<file path="config.mk">
export PLATFORM = sky130hd
export DESIGN_NAME = json_string_unescape_utf8_unit
export DESIGN_NICKNAME = d
export VERILOG_FILES = /design/src/design/jsu_pkg.sv /design/src/design/json_string_unescape_utf8_unit.sv /design/src/design/jsu_front.sv /design/src/design/jsu_queue.sv /design/src/design/jsu_back.sv
export VERILOG_INCLUDE_DIRS = /design/src /design/src/design
export SDC_FILE = /design/constraint.sdc
export NUM_CORES = 1
export LEC_CHECK = 0
export BUFFER_PORTS_ARGS = -buffer_cell sky130_fd_sc_hd__buf_2
export CAP_MARGIN = 25
export CORE_MARGIN = 2
export CORE_UTILIZATION = 55
export CTS_CLUSTER_DIAMETER = 30
export DETAILED_ROUTE_END_ITERATION = 10
export PLACE_DENSITY = 0.72
export SLEW_MARGIN = 20
export SYNTH_ARGS = -nofsm -noshare
export SYNTH_HDL_FRONTEND = slang
export SYNTH_SLANG_ARGS = --single-unit
</file>
<file path="constraint.sdc">
create_clock -name clk -period 4 [get_ports clk]
set_clock_uncertainty 0.05 [all_clocks]
set_input_delay 0.4 -clock clk [delete_from_list [all_inputs] [get_ports clk]]
set_output_delay 0.4 -clock clk [all_outputs]
set_load 0.01 [all_outputs]
</file>
<file path="src/design/assert_macros.svh">
// Assertion macros shared by the unescape unit RTL.
// No dependencies; define ASSERT_OFF to compile the checks out.
`ifndef ASSERT_MACROS_SVH
`define ASSERT_MACROS_SVH
`ifndef ASSERT_OFF
`define ASSERT_IMPLIES(lbl, clk, rstn, a, b) \
  lbl: assert property (@(posedge clk) disable iff (!rstn) (a) |-> (b)) \
    else $error("assertion failed");
`define ASSERT_NEXT(lbl, clk, rstn, a, b) \
  lbl: assert property (@(posedge clk) disable iff (!rstn) (a) |=> (b)) \
    else $error("assertion failed");
`else
`define ASSERT_IMPLIES(lbl, clk, rstn, a, b)
`define ASSERT_NEXT(lbl, clk, rstn, a, b)
`endif
`endif

</file>
<file path="src/design/jsu_pkg.sv">
// Shared types and constants for the JSON string unescape unit.
// No dependencies.
package jsu_pkg;

  localparam int QDEPTH = 4;
  localparam int QAW    = $clog2(QDEPTH);
  localparam int QCW    = $clog2(QDEPTH + 1);

  localparam logic [2:0] ST_BYTE       = 3'd0;
  localparam logic [2:0] ST_CLOSED     = 3'd1;
  localparam logic [2:0] ST_UNTERM     = 3'd2;
  localparam logic [2:0] ST_TRUNC_ESC  = 3'd3;
  localparam logic [2:0] ST_BAD_ESC    = 3'd4;
  localparam logic [2:0] ST_BAD_PAIR   = 3'd5;
  localparam logic [2:0] ST_TRUNC_PAIR = 3'd6;

  typedef struct packed {
    logic [7:0] in_byte;
    logic       end_of_input;
  } in_item_t;

  typedef struct packed {
    logic [7:0] out_byte;
    logic [2:0] status;
    logic       last;
  } out_item_t;

  // one queued step: up to four bytes or a single status
  typedef struct packed {
    logic [3:0][7:0] bytes;
    logic [1:0]      nbytes_m1;
    logic [2:0]      status;
  } entry_t;

  typedef struct packed {
    logic   push;
    entry_t data;
  } qwr_t;

endpackage

</file>
<file path="src/design/json_string_unescape_utf8_unit.sv">
// JSON string body unescaper with UTF-8 output; top level, built on jsu_pkg.
// A result is registered in the step queue, then in jsu_back's cur_r.
// Throughput: one input byte per cycle while in_full is low; a step of n
// UTF-8 bytes leaves in n transfers, absorbed by the 4-entry step queue.
// Reset: synchronous active-low rst_n clears decode state, queue and output.
// Depends on jsu_front, jsu_queue, jsu_back.
module json_string_unescape_utf8_unit import jsu_pkg::*; (
  input  logic      clk,
  input  logic      rst_n,
  input  logic      in_push,
  input  in_item_t  in_data,
  output logic      in_full,
  output logic      out_empty,
  input  logic      out_pop,
  output out_item_t out_item
);

  qwr_t   qwr;
  entry_t q_data;
  logic   q_empty;
  logic   q_pop;
  logic   q_full;

  assign in_full = q_full;

  jsu_front u_front (
    .clk    (clk),
    .rst_n  (rst_n),
    .accept (in_push && !q_full),
    .item   (in_data),
    .qwr    (qwr)
  );

  jsu_queue u_queue (
    .clk   (clk),
    .rst_n (rst_n),
    .qwr   (qwr),
    .full  (q_full),
    .pop   (q_pop),
    .rdata (q_data),
    .empty (q_empty)
  );

  jsu_back u_back (
    .clk       (clk),
    .rst_n     (rst_n),
    .q_data    (q_data),
    .q_empty   (q_empty),
    .q_pop     (q_pop),
    .out_item  (out_item),
    .out_empty (out_empty),
    .out_pop   (out_pop)
  );

endmodule

</file>
<file path="src/design/jsu_front.sv">
// Front end: escape/hex state machine, surrogate pairing and UTF-8 encode.
// Depends on jsu_pkg.
module jsu_front import jsu_pkg::*; (
  input  logic     clk,
  input  logic     rst_n,
  input  logic     accept,
  input  in_item_t item,
  output qwr_t     qwr
);

  localparam logic [2:0] MODE_PLAIN = 3'd0;
  localparam logic [2:0] MODE_ESC   = 3'd1;
  localparam logic [2:0] MODE_HEX0  = 3'd2;
  localparam logic [2:0] MODE_HEX1  = 3'd3;
  localparam logic [2:0] MODE_HEX2  = 3'd4;
  localparam logic [2:0] MODE_HEX3  = 3'd5;

  logic [2:0]  mode_r, mode_nxt;
  logic [15:0] hex_accum_r, hex_accum_nxt;
  logic [9:0]  pending_high_r, pending_high_nxt;
  logic        pending_valid_r, pending_valid_nxt;

  function automatic logic [4:0] hex_value(input logic [7:0] x);
    logic [4:0] r;
    r = 5'd0;
    if (x >= 8'h30 && x <= 8'h39) r = {1'b1, x[3:0]};
    else if ((x >= 8'h41 && x <= 8'h46) || (x >= 8'h61 && x <= 8'h66))
      r = {1'b1, x[3:0] + 4'd9};
    return r;
  endfunction

  logic [7:0]  x;
  logic        eoi;
  logic [4:0]  hv;
  logic [15:0] acc_new;
  logic        unit_go;
  logic [15:0] u;
  logic        raw;
  logic        st_go;
  logic [2:0]  st;
  logic [20:0] cp;
  logic        enc_go;
  entry_t      ent;

  assign x       = item.in_byte;
  assign eoi     = item.end_of_input;
  assign hv      = hex_value(x);
  assign acc_new = {hex_accum_r[11:0], hv[3:0]};

  always_comb begin
    mode_nxt          = mode_r;
    hex_accum_nxt     = hex_accum_r;
    pending_high_nxt  = pending_high_r;
    pending_valid_nxt = pending_valid_r;
    unit_go = 1'b0;
    u       = 16'd0;
    raw     = 1'b0;
    st_go   = 1'b0;
    st      = ST_BYTE;
    enc_go  = 1'b0;
    cp      = 21'd0;

    case (mode_r)
      MODE_ESC: begin
        if (eoi) begin
          st_go = 1'b1;
          st    = ST_TRUNC_ESC;
        end else begin
          mode_nxt = MODE_PLAIN;
          unit_go  = 1'b1;
          case (x)
            8'h22:   u = 16'h0022;
            8'h5c:   u = 16'h005c;
            8'h2f:   u = 16'h002f;
            8'h62:   u = 16'h0008;
            8'h66:   u = 16'h000c;
            8'h6e:   u = 16'h000a;
            8'h72:   u = 16'h000d;
            8'h74:   u = 16'h0009;
            8'h75: begin
              unit_go       = 1'b0;
              mode_nxt      = MODE_HEX0;
              hex_accum_nxt = 16'd0;
            end
            default: begin
              unit_go = 1'b0;
              st_go   = 1'b1;
              st      = ST_BAD_ESC;
            end
          endcase
        end
      end
      MODE_HEX0, MODE_HEX1, MODE_HEX2, MODE_HEX3: begin
        if (eoi) begin
          st_go = 1'b1;
          st    = ST_TRUNC_ESC;
        end else if (!hv[4]) begin
          st_go = 1'b1;
          st    = ST_BAD_ESC;
        end else if (mode_r == MODE_HEX3) begin
          mode_nxt      = MODE_PLAIN;
          hex_accum_nxt = 16'd0;
          unit_go       = 1'b1;
          u             = acc_new;
        end else begin
          mode_nxt      = mode_r + 3'd1;
          hex_accum_nxt = acc_new;
        end
      end
      default: begin
        mode_nxt = MODE_PLAIN;
        if (eoi) begin
          st_go = 1'b1;
          st    = ST_UNTERM;
        end else if (x == 8'h22) begin
          st_go = 1'b1;
          st    = pending_valid_r ? ST_TRUNC_PAIR : ST_CLOSED;
        end else if (x == 8'h5c) begin
          mode_nxt = MODE_ESC;
        end else begin
          unit_go = 1'b1;
          u       = {8'd0, x};
          raw     = x[7];
        end
      end
    endcase

    if (unit_go) begin
      if (pending_valid_r) begin
        if (u[15:10] != 6'b110111) begin
          st_go = 1'b1;
          st    = ST_BAD_PAIR;
        end else begin
          cp                = 21'h10000 + {1'b0, pending_high_r, u[9:0]};
          enc_go            = 1'b1;
          pending_valid_nxt = 1'b0;
          pending_high_nxt  = 10'd0;
        end
      end else if (u[15:10] == 6'b110110) begin
        pending_high_nxt  = u[9:0];
        pending_valid_nxt = 1'b1;
      end else begin
        cp     = {5'd0, u};
        enc_go = 1'b1;
      end
    end

    if (st_go) begin
      mode_nxt          = MODE_PLAIN;
      hex_accum_nxt     = 16'd0;
      pending_high_nxt  = 10'd0;
      pending_valid_nxt = 1'b0;
    end
  end

  always_comb begin
    ent        = '0;
    ent.status = st;
    if (!st_go) begin
      if (raw || cp < 21'h80) begin
        ent.bytes[0]  = cp[7:0];
        ent.nbytes_m1 = 2'd0;
      end else if (cp < 21'h800) begin
        ent.bytes[0]  = {3'b110, cp[10:6]};
        ent.bytes[1]  = {2'b10, cp[5:0]};
        ent.nbytes_m1 = 2'd1;
      end else if (cp < 21'h10000) begin
        ent.bytes[0]  = {4'b1110, cp[15:12]};
        ent.bytes[1]  = {2'b10, cp[11:6]};
        ent.bytes[2]  = {2'b10, cp[5:0]};
        ent.nbytes_m1 = 2'd2;
      end else begin
        ent.bytes[0]  = {5'b11110, cp[20:18]};
        ent.bytes[1]  = {2'b10, cp[17:12]};
        ent.bytes[2]  = {2'b10, cp[11:6]};
        ent.bytes[3]  = {2'b10, cp[5:0]};
        ent.nbytes_m1 = 2'd3;
      end
    end
  end

  assign qwr.push = accept && (st_go || enc_go);
  assign qwr.data = ent;

  always_ff @(posedge clk) begin
    if (!rst_n) begin
      mode_r          <= MODE_PLAIN;
      hex_accum_r     <= 16'd0;
      pending_high_r  <= 10'd0;
      pending_valid_r <= 1'b0;
    end else if (accept) begin
      mode_r          <= mode_nxt;
      hex_accum_r     <= hex_accum_nxt;
      pending_high_r  <= pending_high_nxt;
      pending_valid_r <= pending_valid_nxt;
    end
  end

endmodule

</file>
<file path="src/design/jsu_queue.sv">
// Short FIFO of decoded steps between front and back.
// Depends on jsu_pkg and assert_macros.svh.
`include "assert_macros.svh"
module jsu_queue import jsu_pkg::*; (
  input  logic   clk,
  input  logic   rst_n,
  input  qwr_t   qwr,
  output logic   full,
  input  logic   pop,
  output entry_t rdata,
  output logic   empty
);

  entry_t           mem_r [QDEPTH];
  logic [QAW-1:0]   wr_ptr_r, rd_ptr_r;
  logic [QCW-1:0]   count_r;
  logic             do_push, do_pop;

  assign full    = (count_r == QCW'(QDEPTH));
  assign empty   = (count_r == '0);
  assign do_push = qwr.push && !full;
  assign do_pop  = pop && !empty;
  assign rdata   = mem_r[rd_ptr_r];

  always_ff @(posedge clk) begin
    if (do_push) mem_r[wr_ptr_r] <= qwr.data;
  end

  always_ff @(posedge clk) begin
    if (!rst_n) begin
      wr_ptr_r <= '0;
      rd_ptr_r <= '0;
      count_r  <= '0;
    end else begin
      if (do_push) wr_ptr_r <= wr_ptr_r + QAW'(1);
      if (do_pop)  rd_ptr_r <= rd_ptr_r + QAW'(1);
      if (do_push && !do_pop)      count_r <= count_r + QCW'(1);
      else if (do_pop && !do_push) count_r <= count_r - QCW'(1);
    end
  end

  `ASSERT_IMPLIES(a_count_bound, clk, rst_n, 1'b1, count_r <= QCW'(QDEPTH))
  `ASSERT_NEXT(a_count_inc, clk, rst_n, do_push && !do_pop, count_r == $past(count_r) + QCW'(1))
  `ASSERT_IMPLIES(a_ptr_gap, clk, rst_n, !full, QAW'(wr_ptr_r - rd_ptr_r) == count_r[QAW-1:0])

endmodule

</file>
<file path="src/design/jsu_back.sv">
// Back end: walks each queued step out one result byte per transfer.
// Depends on jsu_pkg and assert_macros.svh.
`include "assert_macros.svh"
module jsu_back import jsu_pkg::*; (
  input  logic      clk,
  input  logic      rst_n,
  input  entry_t    q_data,
  input  logic      q_empty,
  output logic      q_pop,
  output out_item_t out_item,
  output logic      out_empty,
  input  logic      out_pop
);

  entry_t     cur_r;
  logic       cur_valid_r;
  logic [1:0] idx_r;
  logic       is_last;
  logic       xfer;
  logic       cur_is_status;

  assign is_last       = (idx_r == cur_r.nbytes_m1);
  assign xfer          = out_pop && cur_valid_r;
  assign q_pop         = !q_empty && (!cur_valid_r || (xfer && is_last));
  assign out_empty     = !cur_valid_r;
  assign cur_is_status = cur_valid_r && (cur_r.status != ST_BYTE);

  assign out_item.out_byte = cur_r.bytes[idx_r];
  assign out_item.status   = cur_r.status;
  assign out_item.last     = is_last;

  always_ff @(posedge clk) begin
    if (q_pop) cur_r <= q_data;
  end

  always_ff @(posedge clk) begin
    if (!rst_n) begin
      cur_valid_r <= 1'b0;
      idx_r       <= 2'd0;
    end else if (q_pop) begin
      cur_valid_r <= 1'b1;
      idx_r       <= 2'd0;
    end else if (xfer) begin
      if (is_last) cur_valid_r <= 1'b0;
      else         idx_r <= idx_r + 2'd1;
    end
  end

  `ASSERT_IMPLIES(a_status_single, clk, rst_n, cur_is_status, cur_r.nbytes_m1 == 2'd0)
  `ASSERT_IMPLIES(a_idx_bound, clk, rst_n, cur_valid_r, idx_r <= cur_r.nbytes_m1)
  `ASSERT_NEXT(a_hold_out, clk, rst_n, cur_valid_r && !out_pop, out_item == $past(out_item))

endmodule

</file>
==> results of run 1 <==
==> power by group <==
group	internal (W)	leakage, nW	switching [W]	total (W)
Clock	0.00193	0.576	0.00100	0.00293
Combinational	0.000494	1.33	0.000515	0.00101
Sequential	0.00266	1.82	0.000191	0.00285
==> how the worst max path moves through the flow <==
stage,end,start,cells past startpoint,slack (ps)
floorplan,u_queue.count_r[2]$_SDFFE_PN0P_,in_data[4],13,520
global placement,u_queue.count_r[2]$_SDFFE_PN0P_,in_data[5],13,320
detailed placement,u_queue.count_r[2]$_SDFFE_PN0P_,in_data[5],13,240
CTS,u_queue.count_r[2]$_SDFFE_PN0P_,u_front.mode_r[2]$_SDFFE_PN0P_,13,480
global route,u_queue.count_r[2]$_SDFFE_PN0P_,u_front.mode_r[2]$_SDFFE_PN0P_,13,150
finish,u_queue.count_r[2]$_SDFFE_PN0P_,u_front.mode_r[2]$_SDFFE_PN0P_,13,440
==> through the flow <==
step | utilization [%] | std cells | power [W]
2_1_floorplan | - | 658 | 0.00355
3_3_place_gp | 59.0 | 897 | 0.00384
3_5_place_dp | 59.0 | 897 | 0.00389
4_1_cts | 66.1 | 959 | 0.00687
5_1_grt | 66.1 | 959 | 0.00704
6_report | 66.1 | 959 | 0.00679
==> state kept, by name, summed over array words and instances, names as in the netlist <==
| name | cells |
|---|---|
| u_queue.wr_ptr_r | 2 |
| u_front.hex_accum_r | 12 |
| u_back.cur_valid_r | 1 |
| u_queue.count_r | 3 |
| u_back.idx_r | 2 |
| u_front.pending_high_r | 10 |
| u_back.out_item | 3 |
| u_queue.mem_r | 132 |
| u_queue.rd_ptr_r | 2 |
| u_front.mode_r | 3 |
| u_front.pending_valid_r | 1 |
| u_back.cur_r | 30 |
==> cells by family after synthesis <==
logic type | Yosys count | share of synthesized area (%)
compound gates | 135 | 11.0
xor+xnor | 15 | 1.42
fa+ha+maj | 13 | 1.84
buf+inv | 55 | 2.92
flops | 201 | 61.3
mux | 43 | 10.1
simple gates | 196 | 11.5
==> cell type report <==
type	instances	area share, %
clock buffer	37	7.98
clock inverter	25	2.78
inverter	16	0.550
multi-input combinational	402	30.3
sequential	201	52.0
tap	220	2.52
timing repair buffer	58	3.85
==> cell usage after synthesis (3+ instances only) <==
cell,n,area (sq um)
edfxtp_1,165,4950
nand2_1,49,184
mux4_2,40,901
nand3_1,38,190
dfxtp_1,36,721
nor2_1,24,90.1
o21ai_0,23,115
a21oi_1,17,85.1
clkbuf_1,16,60.1
inv_1,15,56.3
a22o_1,13,114
and2_1,13,81.3
ha_1,12,150
xnor2_1,11,96.3
nand2b_1,10,62.6
nand4_1,10,62.6
nor2b_1,10,62.6
o21ai_1,10,50.1
and3_1,8,50.1
nor3_1,8,40.0
a21o_1,7,52.6
buf_4,7,52.6
a31oi_1,6,37.5
buf_1,6,22.5
o211ai_1,6,45.0
buf_2,5,25.0
buf_6,4,45.0
nor3b_1,4,30.0
o31ai_1,4,30.0
or3_1,4,25.0
xor2_1,4,35.0
a211oi_1,3,22.5
a21boi_0,3,22.5
a22oi_1,3,22.5
a32o_1,3,30.0
a32oi_1,3,26.3
mux2i_1,3,30.0
o21a_1,3,22.5
o22ai_1,3,18.8
or4_1,3,22.5
==> per-layer routing <==
layer / share of wire (%) / up-vias
li1: - / 2713
met5: 0 / -
met2: 51 / 208
met3: 5.4 / 37
met4: 2.0 / 0
met1: 41 / 2990
==> worst reg2reg max path, stage by stage, from the launching register on <==
cell and delay [ps]:
dfxtp_1 530, inv_1 170, ha_1 320, a211oi_2 220
and3_1 380, nor2_4 100, a21o_1 230, a31oi_4 190
ha_1 200, inv_1 70, fa_1 370, xor2_1 160
or3_1 310, a21boi_0 180
==> run_results.csv, run 1 <==
group,metric,value,unit
setup_path,rr_worst_depth,13,
synth,synth-edff-count,165,
grt,grt_max_degree,35,
layout,layout_common_cells,"edfxtp_1 (165), nand2_1 (49), mux4_2 (40)",
power_and_ir_drop,p_leak,3.72,nW
synth,ys_types,79,
sta,setup_viol,0,
sta,tightest_slew,973,ps
grt,grt_pass1_wl,33500,um
floorplan,die-area,17900,sq um
synth,syn_area,9260,sq um
sta,max-slew-margin-rel,35.1,%
grt,antenna_found_initial,0,
grt,met1_usage,31.6,%
place,place_area,9750,sq um
clocking,numCtsBuffers,34,
grt,grt_pass1_vias,6081,
setup_path,startpoint_type,"flip-flop",
power_and_ir_drop,ir_drop,0.341,mV
layout,layout_commonest_cell,"edfxtp_1",
layout,drive_gt1_share,24.6,%
setup_path,reg2reg_setup_slack,440,ps
setup_path,path_delay_family,"adder cells",
layout,layout-area-overhead-vs-synth,18.0,%
layout,nets,739,
floorplan,rows,47,
synth,synthCells,658,
synth,yosysSeqAreaShare,61.3,%
place,place_congestion,0.923,
worst_hold_path,worstHoldEndpoint,"u_back.cur_valid_r$_SDFFE_PN0P_",
drt,dr_total_vias,5948,
clocking,h-tree-depth,2,
floorplan,start_util,56.0,%
grt,grt.busiest_layer,"met2",
status,outcome,"complete, no violations",
setup_path,cp_cell_sequence,"inv_1, ha_1, a211oi_2, and3_1, nor2_4, a21o_1, a31oi_4, ha_1, inv_1, fa_1, xor2_1, or3_1, a21boi_0",
setup_path,criticalPathCategory,"reg -> reg",
synth,synth-main-ff-cell,"edfxtp_1",
floorplan,pin_count,27,
worst_hold_path,whs_path_depth,3,
grt,grtUsageMet2,43.2,%
place,dp_slack,237,ps
layout,regArea,5680,sq um
drt,drt-total-wl,21400,um
place,io_buffers,26,
drt,drtIter0Drc,435,
setup_path,critical_path_required,4360,ps
sta,finalSetupTns,0,ps
setup_path,endpoint_kind,"flip-flop",
power_and_ir_drop,powerDensity,621,nW/um^2
clocking,cts_tree,"done",
sta,timing.hold.ws,209,ps
setup_path,reg2reg_from,"u_front.mode_r[2]$_SDFFE_PN0P_",
drt,via_per_inst,6.20,
setup_path,crit_buf_inv,2,
sta,slew_violations,0,
layout,nFillCells,1151,
setup_path,path_max_fanout,13,
clocking,clk_pin_slew,50,ps
sta,finalWorstPathRequiredPeriod,3560,ps
sta,final.setup.worst_slack,437,ps
sta,finalCritPeriodShare,89.1,%
setup_path,slowest_delay,530,ps
sta,grt_setup_unrepaired,"false",
clocking,clock_path_buffers,3,
worst_hold_path,hp-start,"out_pop",
synth,synth_warnings,0,
sta,fmax,281,MHz
synth,ys_ff_latch,201,
drt,drc,0,
setup_path,cp.arrival,3930,ps
clocking,clock_latency,490,ps
drt,antenna_left,0,
synth,synth-async-reset-ratio,0,%
layout,multi_input_area,3310,sq um
grt,grt_overflow_total,0,
floorplan,die_x,134,um
clocking,cts-root-buf,"clkbuf_16",
synth,syn_nets,684,
worst_hold_path,min-delay-path-class,"in -> reg",
grt,use_met3,4.45,%
drt,dr.pass1.iters,5,
synth,syn_avg_cell_area,14.1,sq um
floorplan,core,16500,sq um
clocking,ctsResizeCount,0,
place,place_hpwl,13600,um
sta,hold_violations,0,
clocking,hold_buffers,0,
setup_path,r2r-end,"u_queue.count_r[2]$_SDFFE_PN0P_",
setup_path,crit_path_top_delay_cell,"dfxtp_1",
clocking,cts_sinks,201,
layout,final_cell_area,10900,sq um
floorplan,die_h,134,um
grt,grt_usage,24.6,%
job,drv_cap,0,
clocking,cts_setup_buffers,0,
drt,avgRoutedWirePerCell,22.3,um
layout,diodes,0,
Note: power is estimated with default switching activity, not from simulation.
==> run 2: changes to the inputs <==
--- a/config.mk
+++ b/config.mk
@@ -8,11 +8,13 @@
 export LEC_CHECK = 0
 export BUFFER_PORTS_ARGS = -buffer_cell sky130_fd_sc_hd__buf_2
 export CAP_MARGIN = 25
+export CELL_PAD_IN_SITES_DETAIL_PLACEMENT = 2
+export CELL_PAD_IN_SITES_GLOBAL_PLACEMENT = 2
 export CORE_MARGIN = 2
-export CORE_UTILIZATION = 55
+export CORE_UTILIZATION = 45
 export CTS_CLUSTER_DIAMETER = 30
 export DETAILED_ROUTE_END_ITERATION = 10
-export PLACE_DENSITY = 0.72
+export PLACE_DENSITY_LB_ADDON = 0.1
 export SLEW_MARGIN = 20
 export SYNTH_ARGS = -nofsm -noshare
 export SYNTH_HDL_FRONTEND = slang
==> run 2 against run 1 <==
  * Global-route usage rose by 7.1 points
  * Design area grew 3.7%
  * Largest power group unchanged
  * Clock-buffer cell count up 11
  * Clock power is 30% higher
==> run_results.csv, run 2 (synthesis results as in run 1) <==
group,metric,value,unit
sta,fmax,263,MHz
setup_path,critical_path_required,4360,ps
grt,grt_max_degree,35,
drt,wl_met3,1660,um
place,place_hpwl,19000,um
status,outcome,"complete, no violations",
clocking,cts_tree,"done",
clocking,h-tree-depth,2,
job,drv_cap,0,
layout,layout_commonest_cell,"edfxtp_1",
setup_path,criticalPathCategory,"reg -> reg",
layout,top_regs,"u_queue.mem_r (132), u_back.cur_r (30), u_front.hex_accum_r (12)",
drt,met2WireLength,18100,um
worst_hold_path,min-delay-path-class,"in -> reg",
sta,slew_violations,0,
sta,finalCritPeriodShare,95.2,%
sta,finalSetupTns,0,ps
clocking,numCtsBuffers,43,
clocking,cts_setup_buffers,0,
layout,nets,747,
sta,hold_violations,0,
place,place_congestion,0.994,
drt,drc,0,
sta,final.setup.worst_slack,192,ps
drt,drt-total-wl,33500,um
drt,via_per_inst,6.44,
setup_path,path_max_fanout,10,
drt,dr_total_vias,6601,
grt,grt_pass1_vias,7225,
layout,drive_gt1_share,26.2,%
clocking,hold_buffers,0,
floorplan,rows,52,
drt,top_layer,"met4",
setup_path,cp.arrival,4170,ps
sta,grt_setup_unrepaired,"false",
drt,antenna_left,0,
sta,tightest_slew,1030,ps
clocking,clock_latency,520,ps
setup_path,startpoint_type,"flip-flop",
floorplan,pin_count,27,
sta,max-slew-margin-rel,31.3,%
sta,setup_viol,0,
drt,dr.pass1.iters,5,
layout,layout-area-overhead-vs-synth,22.3,%
clocking,clk_pin_slew,50,ps
drt,wl_met1,13000,um
layout,top_register,"u_queue.mem_r",
floorplan,die_x,147,um
clocking,clock_path_buffers,3,
layout,diodes,0,
place,io_buffers,26,
grt,grt_usage,31.7,%
power_and_ir_drop,powerDensity,692,nW/um^2
drt,avgRoutedWirePerCell,32.7,um
clocking,cts-root-buf,"clkbuf_16",
place,dp_slack,109,ps
layout,layout_common_cells,"edfxtp_1 (165), nand2_1 (49), clkbuf_16 (43)",
grt,grt_overflow_total,0,
grt,grt_pass1_wl,50400,um
floorplan,die-area,21700,sq um
power_and_ir_drop,ir_drop,0.363,mV
floorplan,die_h,147,um
layout,nFillCells,1820,
clocking,ctsResizeCount,0,
floorplan,core,20200,sq um
setup_path,endpoint_kind,"flip-flop",
layout,largest_reg_flops,132,
drt,drtIter0Drc,507,
clocking,cts_sinks,201,
power_and_ir_drop,p_leak,3.88,nW
sta,finalWorstPathRequiredPeriod,3810,ps
floorplan,start_util,45.8,%
grt,antenna_found_initial,0,
## run 2: worst max-delay path, stage by stage (launching register included)
cell and delay (ps):
dfxtp_1 520, and2_1 180, ha_1 320, a211oi_1 160, nor3_1 350, nor3_1 120, o21a_1 170, a31oi_4 340
ha_1 270, inv_1 70, fa_1 380, xor2_1 160, or3_1 330, a21boi_0 260
## run 2: layout make-up
type / instances / area, sq um / area share (%)
clock buffer: 48 / 1110 / 9.84
clock inverter: 31 / 407 / 3.59
inverter: 16 / 60.1 / 0.530
multi-input combinational: 402 / 3320 / 29.3
sequential: 201 / 5680 / 50.1
tap: 270 / 338 / 2.98
timing repair buffer: 57 / 413 / 3.65
## run 2: where the power goes
group	switching (W)	internal, W
combinational	0.000683	0.000490
sequential	0.000186	0.00266
clock	0.00127	0.00254
## run 2: stage by stage
stage / std cells / power, W / hold slack, ps / utilization (%) / area, sq um
finish: 1025 / 0.00784 / 246 / 56.0 / 11300
global route: 1025 / 0.00806 / 279 / 56.0 / 11300
CTS: 1025 / 0.00790 / 244 / 56.0 / 11300
detailed placement: 946 / 0.00399 / 424 / 48.4 / 9800
global placement: 946 / 0.00385 / 402 / 48.4 / 9800
floorplan: 658 / 0.00355 / 392 / - / 9260
## run 2: worst paths after layout
kind | startpoint | end | slack [ps] | depth (start not counted)
worst min-delay path | in_data[1] | u_front.hex_accum_r[0]$_SDFFE_PN0P_ | 250 | 4
worst min register to register | u_front.hex_accum_r[1]$_SDFFE_PN0P_ | u_front.hex_accum_r[5]$_SDFFE_PN0P_ | 430 | 2
worst max-delay path | u_front.mode_r[0]$_SDFFE_PN0P_ | u_queue.count_r[2]$_SDFFE_PN0P_ | 190 | 13
worst max register to register | u_front.mode_r[0]$_SDFFE_PN0P_ | u_queue.count_r[2]$_SDFFE_PN0P_ | 190 | 13
## run 2: layer usage
layer	vias to the layer above	global-route usage, %
li1	2732	-
met1	3516	38.9
met2	293	58.5
met3	60	4.91
met4	0	7.93
met5	-	0
==> run 3: changes to the inputs <==
--- a/config.mk
+++ b/config.mk
@@ -15,6 +15,7 @@
 export CTS_CLUSTER_DIAMETER = 30
 export DETAILED_ROUTE_END_ITERATION = 10
 export PLACE_DENSITY_LB_ADDON = 0.1
+export RECOVER_POWER = 25
 export SLEW_MARGIN = 20
 export SYNTH_ARGS = -nofsm -noshare
 export SYNTH_HDL_FRONTEND = slang
==> run 3 against run 2 <==
  * The flow now finishes with violations (capacitance limit, slew limit)
  * Non-clock buffer count unchanged
  * Sequential power about the same
  * Final cell count unchanged
  * Critical endpoint unchanged
  * Highest routed layer unchanged
==> run_results.csv, run 3 (synthesis results as in run 1) <==
group,metric,value,unit
drt,via_per_inst,6.42,
floorplan,die-area,21700,sq um
sta,tightest_slew,2330,ps
grt,antenna_found_initial,0,
floorplan,die_h,147,um
grt,grt_max_degree,35,
power_and_ir_drop,powerDensity,693,nW/um^2
drt,drc,0,
drt,dr_total_vias,6580,
layout,drive_gt1_share,24.1,%
grt,grt_pass1_wl,50400,um
place,dp_slack,109,ps
status,violations,"capacitance limit, slew limit",
floorplan,start_util,45.8,%
place,place_area,9800,sq um
setup_path,cp.arrival,4170,ps
sta,slew_violations,35,
clocking,cts-root-buf,"clkbuf_16",
place,io_buffers,26,
layout,final_cell_area,11300,sq um
drt,antenna_left,0,
sta,fmax,262,MHz
power_and_ir_drop,p_leak,3.83,nW
layout,layout-area-overhead-vs-synth,21.9,%
worst_hold_path,worstHoldEndpoint,"u_front.hex_accum_r[0]$_SDFFE_PN0P_",
grt,grt_usage,31.7,%
sta,finalSetupTns,0,ps
sta,finalWorstPathRequiredPeriod,3810,ps
setup_path,crit_buf_inv,1,
clocking,numCtsBuffers,43,
setup_path,r2r-end,"u_queue.count_r[2]$_SDFFE_PN0P_",
layout,top_register,"u_queue.mem_r",
place,place_hpwl,19000,um
sta,finalCritPeriodShare,95.3,%
worst_hold_path,whs_path_depth,4,
setup_path,reg2reg_from,"u_front.mode_r[0]$_SDFFE_PN0P_",
layout,layout_common_cells,"edfxtp_1 (165), nand2_1 (49), clkbuf_16 (43)",
layout,nets,747,
setup_path,path_delay_family,"simple AND/OR/NAND/NOR gates",
job,drv_cap,1,
worst_hold_path,hp-start,"in_data[1]",
setup_path,startpoint_type,"flip-flop",
grt,grt_pass1_vias,7225,
sta,timing.hold.ws,246,ps
floorplan,die_x,147,um
setup_path,crit_path_top_delay_cell,"dfxtp_1",
clocking,cts_setup_buffers,0,
floorplan,rows,52,
floorplan,core,20200,sq um
layout,layout_commonest_cell,"edfxtp_1",
place,place_congestion,0.994,
drt,drt-total-wl,33700,um
setup_path,slowest_delay,520,ps
grt,grt_overflow_total,0,
setup_path,rr_worst_depth,13,
sta,max-slew-margin-rel,-55.4,%
clocking,hold_buffers,0,
drt,drtIter0Drc,571,
setup_path,cp_cell_sequence,"and2_1, ha_1, a211oi_1, nor3_1, nor3_1, o21a_1, a31oi_4, ha_1, inv_1, fa_1, xor2_1, or3_1, a21boi_0",
power_and_ir_drop,p_total,0.00783,W
layout,largest_reg_flops,132,
sta,grt_setup_unrepaired,"false",
sta,hold_violations,0,
setup_path,critical_path_required,4360,ps
layout,diodes,0,
clocking,cts_sinks,201,
setup_path,reg2reg_setup_slack,190,ps
clocking,clk_pin_slew,50,ps
setup_path,endpoint_kind,"flip-flop",
sta,setup_viol,0,
clocking,clock_latency,520,ps
status,outcome,"complete, but fails checks",
clocking,clock_path_buffers,3,
clocking,cts_tree,"done",
sta,final.setup.worst_slack,187,ps
floorplan,pin_count,27,
drt,avgRoutedWirePerCell,32.9,um
clocking,h-tree-depth,2,
drt,dr.pass1.iters,5,
setup_path,criticalPathCategory,"reg -> reg",
setup_path,path_max_fanout,10,
layout,top_regs,"u_queue.mem_r (132), u_back.cur_r (30), u_front.hex_accum_r (12)",
worst_hold_path,min-delay-path-class,"in -> reg",
power_and_ir_drop,ir_drop,0.362,mV
layout,nFillCells,1830,
run 3: timing repair:
item                                   in CTS  in global routing
endpoints found under the hold margin       0                  0
gates resized for setup                     0                  2
setup endpoints to repair                   0                  5
run 3: cell type report:
type / count / area (sq um) / area share, %
Sequential cell: 201 / 5680 / 50.3
Multi-Input combinational cell: 402 / 3300 / 29.3
Clock buffer: 48 / 1110 / 9.88
Clock inverter: 31 / 407 / 3.60
Timing Repair Buffer: 57 / 387 / 3.42
Tap cell: 270 / 338 / 2.99
Inverter: 16 / 60.1 / 0.532
run 3: worst max path at each step:
stage | startpoint | endpoint | slack, ps | cells after the start
2_1_floorplan | in_data[4] | u_queue.count_r[2]$_SDFFE_PN0P_ | 520 | 13
4_1_cts | u_front.mode_r[2]$_SDFFE_PN0P_ | u_queue.count_r[2]$_SDFFE_PN0P_ | 40 | 13
6_report | u_front.mode_r[0]$_SDFFE_PN0P_ | u_queue.count_r[2]$_SDFFE_PN0P_ | 190 | 13
3_5_place_dp | in_data[1] | u_queue.mem_r[1][18]$_DFFE_PP_ | 110 | 12
5_1_grt | u_front.mode_r[0]$_SDFFE_PN0P_ | u_queue.count_r[2]$_SDFFE_PN0P_ | 30 | 13
3_3_place_gp | in_data[1] | u_queue.count_r[2]$_SDFFE_PN0P_ | 250 | 15
run 3: layer usage:
layer | GRT usage [%] | vias up | wire length, um
met5 | 0 | - | 0
met2 | 58.5 | 329 | 18000
met1 | 38.9 | 3447 | 13000
met3 | 4.91 | 76 | 1890
met4 | 7.93 | 0 | 839
li1 | - | 2728 | -
run 3: where the power goes:
group          leakage, nW  total [W]  internal [W]  switching, W
clock                0.738    0.00381       0.00254       0.00127
sequential            1.82    0.00286       0.00267      0.000187
combinational         1.28    0.00116      0.000476      0.000685
run 3: worst register-to-register path, stage by stage, from the launching register on:
cell and delay (ps):
dfxtp_1 520, and2_1 190, ha_1 320, a211oi_1 160
nor3_1 360, nor3_1 120, o21a_1 170, a31oi_4 340
ha_1 280, inv_1 70, fa_1 380, xor2_1 160
or3_1 330, a21boi_0 260
run 3: through the flow:
stage,cells,utilization [%]
after floorplan,658,-
after global placement,946,48.4
after detailed placement,946,48.4
after CTS,1025,56.0
after global routing,1025,55.8
final,1025,55.8
